--- config.mk ---
export PLATFORM = sky130hd
export DESIGN_NAME = dgcd_dfs
export DESIGN_NICKNAME = d
export VERILOG_FILES = /design/src/design/dgcd_pkg.sv /design/src/design/dgcd_dfs.sv
export SDC_FILE = /design/constraint.sdc
export NUM_CORES = 1
export LEC_CHECK = 0
export BUFFER_PORTS_ARGS = -buffer_cell sky130_fd_sc_hd__buf_2
export CAP_MARGIN = 20
export CORE_MARGIN = 4
export CORE_UTILIZATION = 56
export DETAILED_ROUTE_END_ITERATION = 7
export GPL_TIMING_DRIVEN = 0
export PLACE_DENSITY_LB_ADDON = 0.12
export SKIP_LAST_GASP = 1
export SLEW_MARGIN = 40
export SYNTH_ARGS = -nofsm -noshare
export SYNTH_HDL_FRONTEND = slang
export SYNTH_SLANG_ARGS = --single-unit
--- constraint.sdc ---
create_clock -name clk -period 6.4 [get_ports clk]
set_input_delay 1.92 -clock clk [delete_from_list [all_inputs] [get_ports clk]]
set_output_delay 1.92 -clock clk [all_outputs]
set_load 0.005 [all_outputs]
--- src/design/dgcd_pkg.sv ---
// Shared constants and types for the directed graph cycle detector.
// Holds the command codes, field widths and the control structs between modules.
// No dependencies.
package dgcd_pkg;

	localparam int CMD_W = 2;
	localparam int VTX_W = 6;
	localparam int CNT_W = 7;

	localparam int MAX_VERTICES_DEF = 64;
	localparam logic [CNT_W-1:0] VERTEX_COUNT_RST = 7'd64;

	localparam logic [CMD_W-1:0] CMD_ADD   = 2'd0;
	localparam logic [CMD_W-1:0] CMD_CHECK = 2'd1;
	localparam logic [CMD_W-1:0] CMD_CLEAR = 2'd2;

	localparam logic [1:0] COL_WHITE = 2'd0;
	localparam logic [1:0] COL_GRAY  = 2'd1;
	localparam logic [1:0] COL_BLACK = 2'd2;

	typedef struct packed {
		logic             add;
		logic             clear;
		logic [VTX_W-1:0] src;
		logic [VTX_W-1:0] dst;
	} adj_ctl_t;

	typedef struct packed {
		logic busy;
		logic done;
	} adj_stat_t;

	typedef struct packed {
		logic done;
		logic found;
	} dfs_stat_t;

endpackage

--- src/design/dgcd_dfs.sv ---
// Depth-first search engine with three vertex colours and an explicit stack.
// Colour and stack live in synchronous memories; rows come from dgcd_adj.
// Depends on dgcd_pkg.
module dgcd_dfs import dgcd_pkg::*; #(
	parameter int MAX_VERTICES = MAX_VERTICES_DEF
) (
	input  logic                              clk,
	input  logic                              arst_n,
	input  logic                              start,
	input  logic [$clog2(MAX_VERTICES+1)-1:0] n,
	output logic                              rd_en,
	output logic [$clog2(MAX_VERTICES)-1:0]   rd_addr,
	input  logic [MAX_VERTICES-1:0]           row,
	output dfs_stat_t                         stat
);

	localparam int VW = $clog2(MAX_VERTICES);
	localparam int NW = $clog2(MAX_VERTICES + 1);
	localparam int SW = VW + NW;

	localparam logic [2:0] D_IDLE    = 3'd0;
	localparam logic [2:0] D_INIT    = 3'd1;
	localparam logic [2:0] D_ROOT    = 3'd2;
	localparam logic [2:0] D_ROOTCHK = 3'd3;
	localparam logic [2:0] D_SCAN    = 3'd4;
	localparam logic [2:0] D_COL     = 3'd5;
	localparam logic [2:0] D_POP     = 3'd6;

	logic [1:0]    colour_mem [MAX_VERTICES];
	logic [SW-1:0] stack_mem  [MAX_VERTICES];

	logic [2:0]    state_q, state_d;
	logic [NW-1:0] root_q, root_d;
	logic [NW-1:0] depth_q, depth_d;
	logic [NW-1:0] next_q, next_d;
	logic [VW-1:0] here_q, here_d;
	logic [VW-1:0] nb_q, nb_d;
	logic [1:0]    col_rd_q;
	logic [SW-1:0] stk_rd_q;

	logic          col_we, col_re;
	logic [VW-1:0] col_wa, col_ra;
	logic [1:0]    col_wd;
	logic          stk_we, stk_re;
	logic [VW-1:0] stk_wa, stk_ra;
	logic [SW-1:0] stk_wd;

	logic [NW-1:0] root_inc, next_inc, depth_m1, depth_m2;

	assign root_inc = root_q + NW'(1);
	assign next_inc = next_q + NW'(1);
	assign depth_m1 = depth_q - NW'(1);
	assign depth_m2 = depth_q - NW'(2);

	always_comb begin
		state_d    = state_q;
		root_d     = root_q;
		depth_d    = depth_q;
		next_d     = next_q;
		here_d     = here_q;
		nb_d       = nb_q;
		col_we     = 1'b0;
		col_wa     = root_q[VW-1:0];
		col_wd     = COL_WHITE;
		col_re     = 1'b0;
		col_ra     = root_q[VW-1:0];
		stk_we     = 1'b0;
		stk_wa     = depth_m1[VW-1:0];
		stk_wd     = {here_q, next_q};
		stk_re     = 1'b0;
		stk_ra     = depth_m2[VW-1:0];
		rd_en      = 1'b0;
		rd_addr    = root_q[VW-1:0];
		stat.done  = 1'b0;
		stat.found = 1'b0;
		case (state_q)
			D_IDLE: begin
				if (start) begin
					root_d  = '0;
					depth_d = '0;
					state_d = (n == '0) ? D_ROOT : D_INIT;
				end
			end
			D_INIT: begin
				col_we = 1'b1;
				root_d = root_inc;
				if (root_inc == n) begin
					root_d  = '0;
					state_d = D_ROOT;
				end
			end
			D_ROOT: begin
				if (root_q == n) begin
					stat.done = 1'b1;
					state_d   = D_IDLE;
				end else begin
					col_re  = 1'b1;
					state_d = D_ROOTCHK;
				end
			end
			D_ROOTCHK: begin
				if (col_rd_q != COL_WHITE) begin
					root_d  = root_inc;
					state_d = D_ROOT;
				end else begin
					col_we  = 1'b1;
					col_wd  = COL_GRAY;
					here_d  = root_q[VW-1:0];
					next_d  = '0;
					depth_d = NW'(1);
					rd_en   = 1'b1;
					state_d = D_SCAN;
				end
			end
			D_SCAN: begin
				if (next_q == n) begin
					col_we  = 1'b1;
					col_wa  = here_q;
					col_wd  = COL_BLACK;
					depth_d = depth_m1;
					if (depth_q == NW'(1)) begin
						root_d  = root_inc;
						state_d = D_ROOT;
					end else begin
						stk_re  = 1'b1;
						state_d = D_POP;
					end
				end else begin
					next_d = next_inc;
					if (row[next_q[VW-1:0]]) begin
						col_re  = 1'b1;
						col_ra  = next_q[VW-1:0];
						nb_d    = next_q[VW-1:0];
						state_d = D_COL;
					end
				end
			end
			D_COL: begin
				state_d = D_SCAN;
				if (col_rd_q == COL_GRAY) begin
					stat.done  = 1'b1;
					stat.found = 1'b1;
					depth_d    = '0;
					state_d    = D_IDLE;
				end else if (col_rd_q == COL_WHITE && depth_q < NW'(MAX_VERTICES)) begin
					stk_we  = 1'b1;
					col_we  = 1'b1;
					col_wa  = nb_q;
					col_wd  = COL_GRAY;
					here_d  = nb_q;
					next_d  = '0;
					depth_d = depth_q + NW'(1);
					rd_en   = 1'b1;
					rd_addr = nb_q;
				end
			end
			D_POP: begin
				here_d  = stk_rd_q[SW-1:NW];
				next_d  = stk_rd_q[NW-1:0];
				rd_en   = 1'b1;
				rd_addr = stk_rd_q[SW-1:NW];
				state_d = D_SCAN;
			end
			default: begin
				state_d = D_IDLE;
			end
		endcase
	end

	always_ff @(posedge clk or negedge arst_n) begin
		if (!arst_n) begin
			state_q <= D_IDLE;
			depth_q <= '0;
		end else begin
			state_q <= state_d;
			depth_q <= depth_d;
		end
	end

	always_ff @(posedge clk) begin
		root_q <= root_d;
		next_q <= next_d;
		here_q <= here_d;
		nb_q   <= nb_d;
	end

	always_ff @(posedge clk) begin
		if (col_we) begin
			colour_mem[col_wa] <= col_wd;
		end
		if (col_re) begin
			col_rd_q <= colour_mem[col_ra];
		end
	end

	always_ff @(posedge clk) begin
		if (stk_we) begin
			stack_mem[stk_wa] <= stk_wd;
		end
		if (stk_re) begin
			stk_rd_q <= stack_mem[stk_ra];
		end
	end

endmodule

# == Yosys cells after proc, flatten, opt, wreduce, memory -nomap -nowiden ==
# Memories as Yosys holds them, arrays and structs flattened. A register that Yosys moved wholly into a read port is not among the register bits.
# Index checks and enable logic that the tools add are counted.
# totals
regBits,36
latch_bits,0
ramBits,960
mem_bits_ro,0
input_bits,74
out_inout_bits,9
wordCells,120
n_memories,2
# classes
n_addsub,5
multipliers,0
div_mod_pow,0
order_cmp,2
eq_ne,22
n_shift,0
muxes,67
bitwise,1
reduce_logical,15
# memory_table
name,depth,width,rd,rd_ports_with_merged_regs,write_ports,line_no,text
stack_mem,64,13,1,1,1,dgcd_dfs.sv:30,logic [SW-1:0] stack_mem [MAX_VERTICES];
colour_mem,64,2,1,1,1,dgcd_dfs.sv:29,logic [1:0] colour_mem [MAX_VERTICES];
# ops
operator,n
7-bit two-way mux,13
7-bit one-hot mux with 4 select lines,3
6-bit two-way mux,9
6-bit one-hot mux with 2 select lines,2
7-bit by 1-bit adder with 7-bit output (second input constant),3
7-bit equality test,3
1-bit two-way mux,21
3-bit two-way mux,7
3-bit one-hot mux with 7 select lines,1
2-bit != test (second input constant),9
6-bit one-hot mux with 3 select lines,1
5-bit AND reduction,3
4-bit nonzero test,3
3-bit equality test (second input constant),3
2-bit two-way mux,4
7-bit by 1-bit equality test with 1-bit output (second input constant),1
7-bit logical NOT,1
6-bit by 7-bit less-than comparator with 1-bit output (second input constant),1
7-bit less-than comparator (second input constant),1
7-bit by 1-bit subtractor with 7-bit output (second input constant),1
1-bit binary-select mux with 6-bit select,1
3-bit by 2-bit equality test with 1-bit output (second input constant),2
3-bit != test (second input constant),2
2-bit one-hot mux with 3 select lines,1
other kinds (14),16

# == Depth between registers and ports, before layout ==
# Gate-level depths: netlist (run 1).
# logic_depth
ltp_word,7
mapped_depth,14
ltp_nobuf,10

# == Worst setup path after synthesis (run 1) ==
# Ideal clock, no wire load.
# synth_path
path_type,input to register
start,in n[2]
end,"mem colour_mem[60][0], enable pin"
setup_ns,0.310
arrival_time_ns,5.406
required_time_ns,6.090
setup_slack_ns,0.684
cell_stages,8
n_path_buf,0
path_cell_list,xor2_1 > nor4_1 > nand2_1 > nor2_1 > a222oi_1 > nor2_1 > nand2_1 > nor2_1
# synth_between
elab_chain_cells,5
word_cells_on_any_way,7
cone_classes,eq/ne (1); mux (6)
# synth_lines
item,line_no,text
start: declaration,dgcd_dfs.sv:10,"input logic [$clog2(MAX_VERTICES+1)-1:0] n,"
7-bit equality test *,dgcd_dfs.sv:116,if (next_q == n) begin
1-bit two-way mux,dgcd_dfs.sv:116,
1-bit one-hot mux with 4 select lines,dgcd_dfs.sv:76,case (state_q)
1-bit two-way mux,dgcd_dfs.sv:188,if (col_we) begin
1-bit two-way mux (implied by the code),dgcd_dfs.sv:189,colour_mem[col_wa] <= col_wd;
end: declaration,dgcd_dfs.sv:29,
# Mark *: on every way between the ends. The rest lies on a longest branch, timed or not.

# == Worst setup path after layout (run 1) ==
# layout_path
start,reg depth_q[1]
end,reg stk_rd_q[8] (read register of stack_mem) (data pin)
# layout_between
elab_chain_cells,4
word_cells_on_any_way,5
cone_classes,add/sub (1); eq/ne (1); mux (3)
# layout_lines
item,line_no,text
start: declaration,dgcd_dfs.sv:34,"logic [NW-1:0] depth_q, depth_d;"
start signal: assignment,dgcd_dfs.sv:176,depth_q <= depth_d;
7-bit by 1-bit equality test with 1-bit output,dgcd_dfs.sv:121,if (depth_q == NW'(1)) begin
1-bit two-way mux,dgcd_dfs.sv:121,
1-bit two-way mux,dgcd_dfs.sv:116,
1-bit two-way mux,dgcd_dfs.sv:76,
end: declaration,dgcd_dfs.sv:39,logic [SW-1:0] stk_rd_q;
# Several ways; a longest one is shown, not always the timed one.
# A chain may end at the register's enable or synchronous reset.

==> results.yml, run 1 <==
run_status:
  outcome: "finished, final reports clean"
timing:
  min_period_ns: 5.90
  rsz0062_at_grt: "false"
  worstMarginPinSlew_ns: 0.831
  slew_headroom: 0.432
  finalHoldViolCount: 0
  fin_worst_skew_ns: 0.0186
  slew_viol_final: 0
  finalWorstSetupSlack_ns: 0.504
  setup_viol: 0
  period_share: 0.921
  fmax_mhz: 170
global_routing:
  grt_max_degree: 65
  grt_remaining_overflow: 0
  grt_first_pass_wirelength_mm: 141
  grtUsageTotal: 0.247
  grt_pass1_vias: 21300
  antenna_found_initial: 1
synthesis:
  synth-edff-count: 1001
  avgSynthCellArea_sq_um: 19.8
  yosysTopAreaCell: "edfxtp_1"
  netlist.area_leader.share: 0.731
  synth_fp_nets: 2157
  syn_inst: 2075
  synth_area_sq_mm: 0.0411
  synth.distinct_cells: 61
  ys_warn_count: 0
  seq_area_frac_synth: 0.737
  synthTopCellsByArea: "edfxtp_1, mux4_2, mux2i_1"
  ys_ff_latch: 1011
  async_flop_share: 0.00989
  ys_dominant_reg_cell: "edfxtp_1"
clock_network:
  htree_levels: 3
  path_clk_slew_ns: 0.06
  clock-root-buffer: "clkbuf_16"
  cts-buffers-inserted: 100
  cts_setup_buffers: 0
  clk_latency_ns: 0.66
  clkSinkCount: 1011
  ctsLongestPathBuffers: 3
  cts_tree: "done"
  post_cts_resized: 0
  cts_hold_buf: 0
floorplan:
  die_width_um: 279
  die-height_um: 279
  die-area_sq_mm: 0.0778
  start_util: 0.564
  rows: 99
  coreArea_sq_mm: 0.0728
  io_pins: 83
place:
  place_congestion: 0.912
  portBuffers: 82
  dp_cells: 3176
  dp_hpwl_mm: 66.0
  postPlaceCellArea_sq_mm: 0.0437
  place_ws_ns: 0.258
power:
  power.density_mw_per_mm2: 399
  peakVddDrop_uv: 256
  p_leak_uw: 0.0150
  power.total_uw: 18800
cells_and_area:
  fin_area_sq_mm: 0.0471
  diodes: 0
  area_delta_synth_final_pct: 14.5
  final_core_util: 0.646
  final_cells: 3361
  drive_above_1_share: 0.285
  fillers: 4920
  nets: 2401
detailed_routing:
  vias_per_cell: 6.36
  drt_iter0_drc: 2256
  via_count: 21400
  ant_nets: 0
  first_pass_iters: 6
  wl_per_cell_um: 28.3
  drt-total-wl_mm: 95.2
  route.detailed.drc: 0
worst_setup_path:
  critPathMaxStageDelay_ns: 0.69
  path_cells: "clkbuf_1, clkbuf_1, buf_1, inv_1, ha_1, clkbuf_1, clkbuf_1, clkbuf_1, mux4_2, mux2i_1, a21oi_1"
  cp.depth: 11
  path_buf_inv: 7
  crit_type: "reg2reg"
  crit_slowest_cell: "clkbuf_1"
  end_kind: "flip-flop"
  crit_family: "buffers and inverters"
  crit_top_cell: "clkbuf_1"
  ff2ff_path_depth: 11
  crit_path_max_fanout: 10
  cp_data_arrival_time_ns: 6.28
  worstSetupStartpointType: "flip-flop"
  crit_required_ns: 6.78
worst_hold_path:
  hold_path.class: "reg2reg"
  whs_path_depth: 2
flow_run:
  cap_violations: 0
[sequential cells by signal (all words and copies together) (netlist names)]
signal,count
stack_mem,832
depth_q,7
nb_q,6
stk_rd_q,13
state_q,3
col_rd_q,2
root_q,7
colour_mem,128
here_q,6
next_q,7
[per-layer routing]
| metal | GRT usage | share of wire |
|---|---|---|
| met2 | 0.384 | 0.48 |
| met1 | 0.358 | 0.41 |
| met4 | 0.0786 | 0.030 |
| met3 | 0.0523 | 0.086 |
| met5 | 0 | 0.00014 |
[synth_stat cells (4+ instances only)]
cell type	count
dfrtp_1	10
ha_1	8
a311oi_1	5
a22o_1	6
a221o_1	14
nor3_1	7
buf_1	19
clkbuf_1	75
a22oi_1	11
a2111oi_0	10
nand4_1	5
buf_2	7
nand2_1	89
a211oi_1	38
mux4_2	277
nand2b_1	6
nor2b_1	24
nor2_1	162
mux2i_1	66
o21ai_0	19
inv_1	38
a21oi_1	35
o22ai_1	7
nor4_1	8
or2_1	4
nand3_1	14
o221ai_1	4
xnor2_1	13
edfxtp_1	1001
xor2_1	27
and3_1	7
a221oi_1	5
and2_1	14
[worst register-to-register path: stages (launching register included)]
cell and delay, ns:
dfrtp_1 0.51, clkbuf_1 0.67, clkbuf_1 0.58, buf_1 0.68, inv_1 0.25, ha_1 0.35, clkbuf_1 0.40, clkbuf_1 0.63
clkbuf_1 0.69, mux4_2 0.47, mux2i_1 0.26, a21oi_1 0.13
[placed cells by master, fill, tap and decap left out, types with 6 or more instances in the layout]
cell,instances
buf_6,48
a211oi_1,38
nor2_2,52
and2_1,14
a21oi_1,35
mux2i_1,66
inv_1,37
nor2b_1,24
a22o_1,6
ha_1,8
mux4_2,277
clkinv_1,31
a2111oi_0,10
nor3_1,6
o22ai_1,7
a22oi_1,11
o21ai_0,19
nand3_1,10
buf_1,6
xnor2_1,13
nor2_4,14
nand2_1,87
dfrtp_1,10
bufinv_16,12
and3_1,7
buf_2,102
clkbuf_16,101
clkbuf_2,14
clkbuf_1,74
nor4_1,8
xor2_1,26
nor2_1,97
edfxtp_1,1001
clkinv_2,17
nand2b_1,6
a221o_1,14
buf_8,10
[worst paths after layout]
path | start | to | slack [ns]
max in group asynchronous | arst_n | depth_q[3] | 5.04
min reg2reg | stk_rd_q[4] | next_q[4] | 0.62
min | stk_rd_q[4] | next_q[4] | 0.62
max reg2reg | depth_q[1] | stk_rd_q[8] | 0.50
min in group asynchronous | arst_n | state_q[1] | 1.13
max | depth_q[1] | stk_rd_q[8] | 0.50
[cell families (layout without fill, tap and decap cells)]
family | Yosys count | count (layout) | synth area share
adders and majority gates | 8 | 8 | 0.00243
and+or+nand+nor | 348 | 348 | 0.0375
DFF | 1011 | 1011 | 0.737
AOI/OAI and AO/OA | 174 | 174 | 0.0308
muxes | 348 | 348 | 0.169
buffers and inverters | 146 | 473 | 0.0144
xor gates and xnor gates | 40 | 40 | 0.00852
[where the power goes]
part | switching [uW] | internal, uW
Combinational | 3040 | 2020
Sequential | 106 | 7750
Clock | 2460 | 3380
Total | 5600 | 13200
[per-stage QoR]
step | hold slack [ns] | TNS [ns]
after global routing | 0.645 | 0
after CTS | 0.614 | 0
after detailed placement | 0.596 | 0
after global placement | 0.587 | -394.89
final | 0.622 | 0
after floorplan | 0.496 | 0
[cell type report]
class | count | area [sq um] | area share
Buffer | 107 | 478 | 0.0102
Clock buffer | 114 | 2580 | 0.0547
Clock inverter | 71 | 703 | 0.0149
Inverter | 39 | 149 | 0.00316
Multi-Input combinational cell | 918 | 10500 | 0.223
Sequential cell | 1011 | 30300 | 0.644
Tap cell | 959 | 1200 | 0.0255
Timing Repair Buffer | 142 | 1160 | 0.0248
No activity file was read; power rests on OpenSTA's default activity.
==> run 2, diff against run 1 <==
CELL_PAD_IN_SITES_DETAIL_PLACEMENT = 1   (was not set)
CELL_PAD_IN_SITES_GLOBAL_PLACEMENT = 1   (was not set)
CORE_UTILIZATION = 55   (was 56)
==> run 2 against run 1 <==
Clock-buffer cell count rose by 8. Critical path depth did not move. First-iteration DRC count fell by 3.2%. Cell count barely moved. Largest cell class unchanged. Combinational power rose by 4%.
==> results.yml, run 2 (same netlist as run 1, synthesis figures left out) <==
detailed_routing:
  top_layer_used: "met5"
  wl_per_cell_um: 31.9
  drt-met1-wl_mm: 43.6
  route.detailed.drc: 0
  drt_iter0_drc: 2184
  ant_nets: 0
  vias_per_cell: 6.49
  drt-total-wl_mm: 107
  dr_wl_met3_mm: 8.59
  via_count: 21800
  dr_wl_met2_mm: 52.2
  first_pass_iters: 5
timing:
  slew_viol_final: 0
  tns_ns: 0
  worstMarginPinSlew_ns: 0.888
  timing.hold.ws_ns: 0.576
  finalWorstSetupSlack_ns: 0.561
  min_period_ns: 5.84
  fmax_mhz: 171
  finalHoldViolCount: 0
  slew_headroom: 0.408
  rsz0062_at_grt: "false"
  period_share: 0.912
  setup_viol: 0
  fin_worst_skew_ns: 0.0243
cells_and_area:
  layout_common_cells: "edfxtp_1, mux4_2, buf_2, clkbuf_16, nor2_1"
  reg_top3: "stack_mem: 832 flops, colour_mem: 128 flops, stk_rd_q: 13 flops"
  drive_above_1_share: 0.289
  diodes: 0
  area_delta_synth_final_pct: 14.8
  final_core_util: 0.641
  fillers: 6125
  fin_area_sq_mm: 0.0472
  final_common_cell: "edfxtp_1"
  regMostFlops: "stack_mem"
  nets: 2402
  largest_reg_flops: 832
floorplan:
  start_util: 0.559
  coreArea_sq_mm: 0.0736
  io_pins: 83
  die-area_sq_mm: 0.0792
  die-height_um: 281
  rows: 99
  die_width_um: 281
worst_setup_path:
  r2r_setup_slack_ns: 0.56
  ff2ff_path_depth: 11
  worstSetupStartpointType: "flip-flop"
  end_kind: "flip-flop"
  crit_required_ns: 6.78
  r2r-start: "depth_q[1]"
  crit_type: "reg2reg"
  cp_data_arrival_time_ns: 6.22
  r2r_end: "stk_rd_q[6]"
  crit_path_max_fanout: 10
clock_network:
  clkSinkCount: 1011
  cts_tree: "done"
  clk_latency_ns: 0.66
  cts-buffers-inserted: 102
  cts_hold_buf: 0
  path_clk_slew_ns: 0.06
  ctsLongestPathBuffers: 3
  htree_levels: 3
  clock-root-buffer: "clkbuf_16"
worst_hold_path:
  holdPathEnd: "next_q[5]"
  hold_path.class: "reg2reg"
  hp-start: "stk_rd_q[5]"
  whs_path_depth: 2
place:
  postPlaceCellArea_sq_mm: 0.0437
  portBuffers: 82
  place_congestion: 0.879
  dp_hpwl_mm: 73.4
  place_ws_ns: 0.0122
power:
  p_leak_uw: 0.0150
  sw_frac_of_total: 0.307
  p_seq_frac: 0.412
  netSwitchingPower_uw: 5860
  p_comb_frac: 0.276
  power.share.clock: 0.312
  p_int_uw: 13200
  power.density_mw_per_mm2: 405
  peakVddDrop_uv: 254
global_routing:
  grt_first_pass_wirelength_mm: 157
  antenna_found_initial: 5
  grt_pass1_vias: 23000
  grt_max_degree: 65
  grt_remaining_overflow: 0
  grtUsageTotal: 0.276
run_status:
  outcome: "finished, final reports clean"
flow_run:
  cap_violations: 0
[run 2: worst max path at each step]
stage / from / end / slack, ns
2_1_floorplan: n[2] / colour_mem[60][0] / 0.68
3_3_place_gp: next_q[2] / colour_mem[47][0] / -2.87
3_5_place_dp: depth_q[1] / stk_rd_q[3] / 0.01
4_1_cts: depth_q[1] / stk_rd_q[3] / 0.26
5_1_grt: depth_q[1] / stk_rd_q[6] / 0.34
6_report: depth_q[1] / stk_rd_q[6] / 0.56
[run 2: critical path: stages, from the launching register on]
cell      delay, ns
dfrtp_1        0.55
clkbuf_2       0.45
clkbuf_1       0.59
buf_1          0.71
inv_1          0.27
ha_1           0.37
clkbuf_1       0.38
clkbuf_1       0.64
clkbuf_1       0.72
mux4_2         0.41
mux2i_1        0.27
a21oi_1        0.16
[run 2: final cells by class]
class / instances / area (sq um) / area share
Timing Repair Buffer: 141 / 1130 / 0.0239
Tap cell: 959 / 1200 / 0.0254
Clock inverter: 66 / 693 / 0.0147
Sequential cell: 1011 / 30300 / 0.642
Multi-Input combinational cell: 918 / 10600 / 0.224
Inverter: 39 / 149 / 0.00316
Clock buffer: 122 / 2650 / 0.0561
Buffer: 107 / 480 / 0.0102
[run 2: layer usage]
layer  track usage  vias up
met1         0.392    11600
met4        0.0769        2
li1              -     9034
met3        0.0611      175
met2         0.442      978
met5             0        -
[run 2: timing repair]
| action | 4_1_cts | 5_1_grt |
|---|---|---|
| endpoints found under the setup margin | 5 | 0 |
| resized for setup | 1 | 0 |
| setup buffers | 0 | 0 |
[run 2: power by group through the flow]
stage          Sequential [uW]  Clock (uW)  Combinational, uW
2_1_floorplan             8120           0               3050
6_report                  7860        5960               5260
5_1_grt                   7860        6350               5560
4_1_cts                   7860        6040               5210
3_5_place_dp              7990           0               5170
3_3_place_gp              8390           0               4420
[run 2: through the flow]
stage | power (uW) | instances
6_report | 19100 | 3363
5_1_grt | 19800 | 3363
4_1_cts | 19100 | 3362
3_5_place_dp | 13200 | 3174
3_3_place_gp | 12800 | 3116
2_1_floorplan | 11200 | 2075
==> run 3, diff against run 2 <==
CORE_ASPECT_RATIO = 0.9   (was not set)
CORE_UTILIZATION = 40   (was 55)
==> run 3 against run 2 <==
Global-route usage decreased by 7.5 points. Hold slack improved by 0.062 ns. Non-clock buffer count increased by 5. Sequential cell count unchanged. Critical endpoint is now col_rd_q[0].
==> results.yml, run 3 (same netlist as run 1, synthesis figures left out) <==
run_status:
  outcome: "finished, final reports clean"
clock_network:
  cts_hold_buf: 0
  clk_latency_ns: 0.68
  cts_setup_buffers: 0
  cts_tree: "done"
  post_cts_resized: 0
  clock-root-buffer: "clkbuf_16"
  ctsLongestPathBuffers: 3
  clkSinkCount: 1011
  path_clk_slew_ns: 0.06
  htree_levels: 3
  cts-buffers-inserted: 106
cells_and_area:
  drive_above_1_share: 0.290
  multiInputGateArea_sq_mm: 0.0106
  seq_area_sq_mm: 0.0303
  final_cells: 3774
  regMostFlops: "stack_mem"
  largest_reg_flops: 832
  fillers: 9421
  final_common_cell: "edfxtp_1"
  reg_top3: "stack_mem: 832 flops, colour_mem: 128 flops, stk_rd_q: 13 flops"
  nets: 2411
  layout_common_cells: "edfxtp_1, mux4_2, clkbuf_16"
  area_delta_synth_final_pct: 16.6
floorplan:
  io_pins: 83
  die-height_um: 312
  die-area_sq_mm: 0.108
  coreArea_sq_mm: 0.102
  die_width_um: 346
  start_util: 0.403
  rows: 111
global_routing:
  grt_pass1_vias: 22300
  grt_max_degree: 37
  grt_remaining_overflow: 0
  antenna_found_initial: 5
  grt_first_pass_wirelength_mm: 159
  grtUsageTotal: 0.201
timing:
  fmax_mhz: 169
  finalHoldViolCount: 0
  min_period_ns: 5.90
  period_share: 0.922
  slew_viol_final: 0
  setup_viol: 0
  tns_ns: 0
  worstMarginPinSlew_ns: 0.878
  slew_headroom: 0.400
  fin_worst_skew_ns: 0.0347
  rsz0062_at_grt: "false"
worst_setup_path:
  r2r-start: "next_q[2]"
  cp-startpoint: "row[15]"
  crit_required_ns: 6.76
  worstSetupStartpointType: "input port"
  crit_path_max_fanout: 10
  cp_data_arrival_time_ns: 6.26
  end_kind: "flip-flop"
  crit_type: "in2reg"
detailed_routing:
  ant_nets: 0
  drt-total-wl_mm: 109
  first_pass_iters: 5
  drt_iter0_drc: 1853
  vias_per_cell: 5.59
  wl_per_cell_um: 28.8
  route.detailed.drc: 0
  via_count: 21100
power:
  peakVddDrop_uv: 249
  power.density_mw_per_mm2: 402
  p_leak_uw: 0.0151
flow_run:
  cap_violations: 0
worst_hold_path:
  hp-start: "nb_q[1]"
  hold_path.class: "reg2reg"
place:
  portBuffers: 82
  place_congestion: 0.825
  dp_cells: 3577
  dp_hpwl_mm: 76.6
run 3: cell count changes in the layout (fill, tap and decap cells not counted), moves of 3 or more:
| cell | previous run | this run |
|---|---|---|
| buf_8 | 6 | 12 |
| clkbuf_16 | 103 | 109 |
| nor2_2 | 35 | 29 |
| nor2_4 | 31 | 37 |
| clkinv_1 | 20 | 25 |
| clkbuf_2 | 16 | 20 |
| clkinv_2 | 19 | 15 |
| clkinvlp_4 | 5 | 1 |
| a2111oi_0 | 10 | 7 |
| a2111oi_1 | 0 | 3 |
| diode_2 | 0 | 3 |
run 3: worst paths after layout:
check | to | slack [ns] | cells past startpoint
max in group asynchronous | state_q[0] | 5.02 | 1
min in group asynchronous | depth_q[5] | 1.13 | 1
setup / recovery | col_rd_q[0] | 0.50 | 12
setup reg to reg | col_rd_q[0] | 0.74 | 12
hold reg to reg | here_q[1] | 0.64 | 1
hold / removal | here_q[1] | 0.64 | 1
run 3: where the power goes:
| group | total [uW] | switching, uW | leakage [uW] | internal, uW |
|---|---|---|---|---|
| registers | 7850 | 95.2 | 0.00929 | 7750 |
| clock network | 6160 | 2530 | 0.00169 | 3640 |
| logic | 5290 | 3250 | 0.00412 | 2040 |
run 3: per-stage QoR:
step	area, sq um	hold WS [ns]	util	power, uW	setup slack [ns]
4_1_cts	47800	0.629	0.469	19400	0.522
3_5_place_dp	44300	0.613	0.434	13300	-0.122
2_1_floorplan	41100	0.496	-	11200	0.684
3_3_place_gp	43200	0.603	0.424	13000	-3.37
5_1_grt	47900	0.655	0.470	20100	0.298
6_report	47900	0.638	0.470	19300	0.500
run 3: layout make-up:
type,instances,area share
Multi-Input combinational cell,918,0.221
Inverter,39,0.00311
Sequential cell,1011,0.632
Clock inverter,60,0.0138
Antenna cell,3,0.000157
Tap cell,1356,0.0354
Clock buffer,134,0.0588
Buffer,107,0.0101
Timing Repair Buffer,146,0.0251
run 3: worst max-delay path, stage by stage:
cell       delay [ns]
buf_2            0.10
mux4_2           0.47
o221ai_1         0.18
o21ai_1          0.12
nor4b_2          0.23
o31ai_4          0.57
buf_2            0.37
mux2i_1          0.54
a211oi_1         0.10
a2111oi_0        0.78
a2111oi_0        0.21
nor4_1           0.68
run 3: routing by layer:
layer | track usage | vias to the layer above | wire length [um]
met1 | 0.298 | 11300 | 49300
met5 | 0 | - | 13
met2 | 0.306 | 593 | 49800
met4 | 0.0594 | 2 | 3020
met3 | 0.0385 | 163 | 6390
li1 | - | 9076 | -
